[config.mk]
export PLATFORM = sky130hd
export DESIGN_NAME = rls_ctrl
export DESIGN_NICKNAME = d
export VERILOG_FILES = /design/src/rtl/core/rls_pkg.sv /design/src/rtl/core/rls_ctrl.sv
export SDC_FILE = /design/constraint.sdc
export NUM_CORES = 1
export LEC_CHECK = 0
export BUFFER_PORTS_ARGS = -buffer_cell sky130_fd_sc_hd__buf_2
export CAP_MARGIN = 20
export CORE_ASPECT_RATIO = 0.9
export CORE_MARGIN = 2
export CORE_UTILIZATION = 45
export CTS_CLUSTER_SIZE = 25
export DETAILED_ROUTE_END_ITERATION = 10
export PLACE_DENSITY_LB_ADDON = 0.25
export SYNTH_ARGS = -nofsm -noshare
export SYNTH_HDL_FRONTEND = slang
export SYNTH_SLANG_ARGS = --single-unit
[constraint.sdc]
create_clock -name clock -period 2.1 [get_ports clock]
set_clock_uncertainty 0.05 [all_clocks]
set_input_delay 0.42 -clock clock [delete_from_list [all_inputs] [get_ports clock]]
set_output_delay 0.42 -clock clock [all_outputs]
set_load 0.03 [all_outputs]
[src/rtl/core/rls_pkg.sv]
// ----------------------------------------------------------------------------
// rls_pkg
// Shared widths, codes and command types of the two-parameter RLS estimator.
// ----------------------------------------------------------------------------
package rls_pkg;

   localparam int DataWidth = 32;
   localparam int FracBits  = 16;
   localparam int LamWidth  = FracBits + 1;
   localparam int DelWidth  = DataWidth - 1;
   localparam int ProdWidth = 2 * DataWidth;
   localparam int AddrWidth = 4;

   localparam logic [LamWidth-1:0] LamOne = LamWidth'(1) << FracBits;
   localparam logic signed [DataWidth-1:0] SMax = {1'b0, {(DataWidth-1){1'b1}}};
   localparam logic signed [DataWidth-1:0] SMin = {1'b1, {(DataWidth-1){1'b0}}};

   typedef logic signed [DataWidth-1:0] word_type;

   typedef enum logic [1:0] {
      OP_UPDATE  = 2'd0,
      OP_RESTART = 2'd1,
      OP_LOAD    = 2'd2,
      OP_NONE    = 2'd3
   } op_type;

   localparam logic [AddrWidth-1:0] REG_LAMBDA = 4'h0;
   localparam logic [AddrWidth-1:0] REG_DELTA  = 4'h4;
   localparam logic [AddrWidth-1:0] REG_THETA0 = 4'h8;
   localparam logic [AddrWidth-1:0] REG_THETA1 = 4'hc;

   // datapath register file index
   typedef enum logic [3:0] {
      R_P00, R_P01, R_P10, R_P11, R_TH0, R_TH1, R_PHI0, R_PHI1,
      R_Y, R_T0, R_T1, R_DEN, R_K0, R_K1, R_ERR, R_S0
   } reg_type;

   // one step of the datapath microprogram
   typedef enum logic [2:0] {
      DO_IDLE,     // nothing
      DO_MULACC,   // acc = sat(mulq(a,b) + mulq(c,d)), sat(c + mulq(a,b)) or sat(c - mulq(a,b))
      DO_DIV,      // quotient of a by den or lambda
      DO_ADDLAM,   // den = sat(lambda + den), zero forced to one
      DO_SUB       // dst = sat(rc - ra), plain register difference
   } dop_type;

   typedef struct packed {
      dop_type     dop;
      reg_type     ra;
      reg_type     rb;
      reg_type     rc;
      reg_type     rd;
      logic        sub;      // acc = sat(rc - mulq(ra,rb))
      logic        add;      // acc = sat(rc + mulq(ra,rb))
      logic        div_lam;  // divide by lambda instead of den
      reg_type     dst;
      logic        wr_pred;  // also latch prediction
   } cmd_type;

   typedef struct packed {
      logic busy;
   } sts_type;

   function automatic word_type sat_w(input logic signed [DataWidth+1:0] v);
      if (v > $signed({{2{SMax[DataWidth-1]}}, SMax})) return SMax;
      if (v < $signed({{2{SMin[DataWidth-1]}}, SMin})) return SMin;
      return v[DataWidth-1:0];
   endfunction

endpackage

[src/rtl/core/rls_ctrl.sv]
// ----------------------------------------------------------------------------
// rls_ctrl
// Sequencer that steps the datapath through one RLS update microprogram.
// ----------------------------------------------------------------------------
module rls_ctrl
   import rls_pkg::*;
(
   input  logic    clock,
   input  logic    reset,
   input  logic    start_upd,
   input  logic    div_done,
   output cmd_type cmd,
   output logic    cmd_go,
   output logic    cnt_inc,
   output sts_type sts
);
   typedef enum logic [1:0] {S_IDLE, S_ISSUE, S_WAIT} state_type;

   state_type  st_ff, st_in;
   logic [4:0] pc_ff, pc_in;
   logic       go_in, inc_in;
   cmd_type    c;
   logic       last;

   localparam logic [4:0] LastStep = 5'd20;

   // microprogram
   always_comb begin
      c = '0;
      unique case (pc_ff)
         5'd0:  begin c.dop = DO_MULACC; c.ra = R_P00; c.rb = R_PHI0; c.rc = R_P01; c.rd = R_PHI1; c.dst = R_T0; end
         5'd1:  begin c.dop = DO_MULACC; c.ra = R_P10; c.rb = R_PHI0; c.rc = R_P11; c.rd = R_PHI1; c.dst = R_T1; end
         5'd2:  begin c.dop = DO_MULACC; c.ra = R_PHI0; c.rb = R_T0; c.rc = R_PHI1; c.rd = R_T1; c.dst = R_DEN; end
         5'd3:  begin c.dop = DO_ADDLAM; end
         5'd4:  begin c.dop = DO_DIV; c.ra = R_T0; c.dst = R_K0; end
         5'd5:  begin c.dop = DO_DIV; c.ra = R_T1; c.dst = R_K1; end
         5'd6:  begin c.dop = DO_MULACC; c.ra = R_PHI0; c.rb = R_TH0; c.rc = R_PHI1; c.rd = R_TH1; c.dst = R_T0; c.wr_pred = 1'b1; end
         5'd7:  begin c.dop = DO_SUB; c.ra = R_T0; c.rc = R_Y; c.dst = R_ERR; end
         5'd8:  begin c.dop = DO_MULACC; c.ra = R_K0; c.rb = R_ERR; c.rc = R_TH0; c.add = 1'b1; c.dst = R_TH0; end
         5'd9:  begin c.dop = DO_MULACC; c.ra = R_K1; c.rb = R_ERR; c.rc = R_TH1; c.add = 1'b1; c.dst = R_TH1; end
         5'd10: begin c.dop = DO_MULACC; c.ra = R_PHI0; c.rb = R_P00; c.rc = R_PHI1; c.rd = R_P10; c.dst = R_S0; end
         5'd11: begin c.dop = DO_MULACC; c.ra = R_PHI0; c.rb = R_P01; c.rc = R_PHI1; c.rd = R_P11; c.dst = R_T1; end
         5'd12: begin c.dop = DO_MULACC; c.ra = R_K0; c.rb = R_S0; c.rc = R_P00; c.sub = 1'b1; c.dst = R_P00; end
         5'd13: begin c.dop = DO_MULACC; c.ra = R_K0; c.rb = R_T1; c.rc = R_P01; c.sub = 1'b1; c.dst = R_P01; end
         5'd14: begin c.dop = DO_MULACC; c.ra = R_K1; c.rb = R_S0; c.rc = R_P10; c.sub = 1'b1; c.dst = R_P10; end
         5'd15: begin c.dop = DO_MULACC; c.ra = R_K1; c.rb = R_T1; c.rc = R_P11; c.sub = 1'b1; c.dst = R_P11; end
         // covariance scaled by one over lambda
         5'd16: begin c.dop = DO_DIV; c.ra = R_P00; c.div_lam = 1'b1; c.dst = R_P00; end
         5'd17: begin c.dop = DO_DIV; c.ra = R_P01; c.div_lam = 1'b1; c.dst = R_P01; end
         5'd18: begin c.dop = DO_DIV; c.ra = R_P10; c.div_lam = 1'b1; c.dst = R_P10; end
         5'd19: begin c.dop = DO_DIV; c.ra = R_P11; c.div_lam = 1'b1; c.dst = R_P11; end
         default: begin c.dop = DO_IDLE; end
      endcase
   end

   // step 7 forms err = y - pred with pred held in T0
   always_comb begin
      cmd  = c;
      last = (pc_ff == LastStep);
   end

   always_comb begin
      st_in = st_ff; pc_in = pc_ff; go_in = 1'b0; inc_in = 1'b0;
      unique case (st_ff)
         S_IDLE: if (start_upd) begin
            st_in = S_ISSUE; pc_in = '0;
         end
         S_ISSUE: begin
            // products register at this edge, write or divider start follows
            st_in = S_WAIT;
            go_in = 1'b1;
         end
         S_WAIT: begin
            if (c.dop == DO_DIV) begin
               if (div_done) begin
                  pc_in = pc_ff + 1'b1; st_in = S_ISSUE;
               end
            end else begin
               pc_in = pc_ff + 1'b1; st_in = S_ISSUE;
            end
         end
         default: st_in = S_IDLE;
      endcase
      if (st_ff != S_IDLE && last) begin
         st_in = S_IDLE; go_in = 1'b0; inc_in = 1'b1;
      end
   end

   always_ff @(posedge clock) begin
      if (reset) begin
         st_ff <= S_IDLE; pc_ff <= '0; cmd_go <= 1'b0; cnt_inc <= 1'b0;
      end else begin
         st_ff <= st_in; pc_ff <= pc_in; cmd_go <= go_in; cnt_inc <= inc_in;
      end
   end

   assign sts.busy = (st_ff != S_IDLE) || cnt_inc;
endmodule

==> flow_metrics.env <==
export IMPL_avgSynthCellArea_um2=7.181
export IMPL_hpwl_um=2711
export IMPL_vias=1695
export IMPL_coreArea_um2=2162
export IMPL_dieHeight_um=49.16
export IMPL_rsz0062_at_grt="true"
export IMPL_clockRootBuffer="clkbuf_4"
export IMPL_pwr_share_clk=0.292
export IMPL_status="finished, violations left"
export IMPL_worstSetupStartpointType="register"
export IMPL_holdPathEnd="cnt_inc"
export IMPL_r2r_end="pc_ff[3]"
export IMPL_seq_area_frac_synth=0.1767
export IMPL_totalPowerFinal_mw=0.5003
export IMPL_synth_area_um2=1020
export IMPL_clk_pin_slew_ns=0.07
export IMPL_synth_top_area_share=0.1767
export IMPL_maxCapViolCount=0
export IMPL_num_nets_final=222
export IMPL_diodes=0
export IMPL_synthToLayoutAreaGrowth_pct=101.3
export IMPL_clk_path_buf_depth=2
export IMPL_arrival_ns=1.93
export IMPL_stdcell_area_um2=2053
export IMPL_final_period_utilization=1.144
export IMPL_postPlaceCellArea_um2=1565
export IMPL_rrSetupSlack_ns=-0.08
export IMPL_worstSetupPathType="register to output pin"
export IMPL_yosysMostFrequentCell="nor2_1"
export IMPL_antenna_found_initial=0
export IMPL_grt_max_degree=23
export IMPL_power_frac_comb=0.347
export IMPL_first_global_vias=1458
export IMPL_first_iter_violations=120
export IMPL_synthTopCellsByCount="18 x nor2_1, 11 x o21ai_0, 9 x dfxtp_1, 9 x nand2_1"
export IMPL_timing_rr_start="pc_ff[0]"
export IMPL_pwr_share_seq=0.362
export IMPL_async_flop_share=0
export IMPL_hold_path_class="input port to register"
export IMPL_drive_gt1_frac=0.6321
export IMPL_synth_top_cells_by_area="dfxtp_1 18%, nor2_1 6.6%, ha_1 6.1%"
export IMPL_grt_pass1_wl_um=7079
export IMPL_portBuffers=33
export IMPL_insertion_delay_ns=0.27
export IMPL_rr_worst_depth=9
export IMPL_die_x_um=54.18
export IMPL_grt_overflow=0
export IMPL_endpoint_kind="output pin"
export IMPL_swShare=0.3506
export IMPL_yosys_warnings=0
export IMPL_max_vdd_ir_drop_mv=0.4196
export IMPL_cp_required_ns=1.63
export IMPL_vias_per_cell=7.092
export IMPL_synth_distinct_cells=46
export IMPL_setup_viol=30
export IMPL_drc=0
export IMPL_grt_use_total=0.3584
export IMPL_finalMaxSlewViolations=0
export IMPL_yosysTopAreaCell="dfxtp_1"
export IMPL_drt_wl_total_um=6081
export IMPL_numCtsBuffers=3
export IMPL_period_needed_ns=2.403
export IMPL_ios=34
export IMPL_violations="negative setup slack"
export IMPL_start_util=0.4716
export IMPL_p_leak_nw=0.8426
export IMPL_hold_path_startpoint="reset"
export IMPL_slew_headroom=0.5549
export IMPL_syn_instance_count=142
export IMPL_dieArea_um2=2663
export IMPL_htreeDepth=1
export IMPL_setup_ws_ns=-0.3027
export IMPL_synth_edf_count=0
export IMPL_p_int_mw=0.3249
export IMPL_drt_first_pass_iters=4
export IMPL_fmax_mhz=416.2
export IMPL_cts_sinks=9
export IMPL_cts_tree="yes"
export IMPL_row_count=16
export IMPL_syn_nets=151
export IMPL_tightest_slew_ns=0.6663
export IMPL_switching_power_mw=0.1754
export IMPL_hold_viol_final=0
export IMPL_wire_per_inst_um=25.44
export IMPL_powerDensity_nw_per_um2=243.7
export IMPL_min_path_cells=2
export IMPL_gp_congestion=0.8625
export IMPL_crit_fanout=4
export IMPL_ant_nets=0
export IMPL_ys_seq_elements=9
export IMPL_synthFlopType="dfxtp_1"
==> area by class of cell <==
class                           instances  area (um^2)
Multi-Input combinational cell        113         1067
Timing Repair Buffer                   77        690.7
Sequential cell                         9        188.9
Fill cell                              61        108.9
Inverter                                9        46.29
Tap cell                               27        33.78
Clock buffer                            4        26.28
==> worst max path at each step <==
stage             start  endpoint  slack (ns)  cells after the start
2_1_floorplan  pc_ff[1]   cmd[25]       -0.14                      6
3_3_place_gp   pc_ff[0]    cmd[1]       -0.04                      7
3_5_place_dp   pc_ff[0]  pc_ff[2]       -0.09                      7
4_1_cts        pc_ff[0]   cmd[24]       -0.16                      9
5_1_grt        pc_ff[1]    cmd[1]       -0.38                      7
6_report       pc_ff[0]   cmd[24]       -0.30                      9
==> metrics by stage <==
| step | setup WS, ns | instances | TNS (ns) | hold slack, ns | utilization |
|---|---|---|---|---|---|
| 2_1_floorplan | -0.1403 | 142 | -0.5901 | 0.4424 | - |
| 5_1_grt | -0.3763 | 239 | -5.258 | 0.3717 | 0.9497 |
| 3_5_place_dp | -0.08556 | 225 | -0.6545 | 0.5005 | 0.7240 |
| 3_3_place_gp | -0.03870 | 225 | -0.1510 | 0.4797 | 0.7240 |
| 4_1_cts | -0.1581 | 234 | -1.639 | 0.3501 | 0.8686 |
| 6_report | -0.3027 | 239 | -4.446 | 0.3822 | 0.9497 |
==> flip-flops by register name (all words and copies together), names as in the netlist <==
name,cells
cnt_inc,1
pc_ff,5
st_ff,2
cmd_go,1
==> power groups by stage <==
stage / Clock [mW] / Combinational, mW / Sequential (mW)
2_1_floorplan: 0 / 0.0757 / 0.184
3_3_place_gp: 0 / 0.112 / 0.184
3_5_place_dp: 0 / 0.115 / 0.184
4_1_cts: 0.138 / 0.143 / 0.179
5_1_grt: 0.149 / 0.178 / 0.181
6_report: 0.146 / 0.173 / 0.181
==> cells in the final DEF (no fill, tap or decap), types with 3 or more instances in the layout <==
master	instances
nand2_1	8
nor3_4	5
a21oi_1	3
ha_4	4
clkbuf_4	3
o22ai_1	3
nand3_1	3
o21ai_2	3
buf_6	22
buf_4	39
nor2_1	17
buf_2	11
buf_12	4
nor3_2	4
o21ai_1	5
dfxtp_1	6
inv_4	3
==> critical path, cell delays in order, from the launching register on <==
cell      delay, ns
dfxtp_4        0.38
ha_4           0.18
inv_4          0.05
nor3_2         0.03
ha_2           0.18
inv_2          0.06
o31a_1         0.26
o21a_4         0.24
o311ai_4       0.11
buf_6          0.16
==> metal layers <==
layer | wire (um) | part of all wire | vias up | GRT usage
met5 | 0 | 0 | - | 0
met4 | 495 | 0.081 | 0 | 0.1458
met2 | 2844 | 0.47 | 165 | 0.5462
met1 | 2083 | 0.34 | 787 | 0.4831
li1 | - | - | 683 | -
met3 | 658 | 0.11 | 60 | 0.07055
==> cell families after synthesis <==
group / synth area share
muxes: 0.01963
xor gates and xnor gates: 0.008591
DFF: 0.1767
and+or+nand+nor: 0.3092
AOI/OAI and AO/OA: 0.3399
adders and majority gates: 0.06135
buffers and inverters: 0.08467
==> what timing repair did <==
| item | CTS | global route |
|---|---|---|
| setup endpoints to repair | 29 | 28 |
| gates resized for setup | 61 | 36 |
| hold buffers | 0 | 0 |
| pin swaps | 8 | 15 |
| setup buffers | 7 | 5 |
Power figures use the tool's default switching activity.
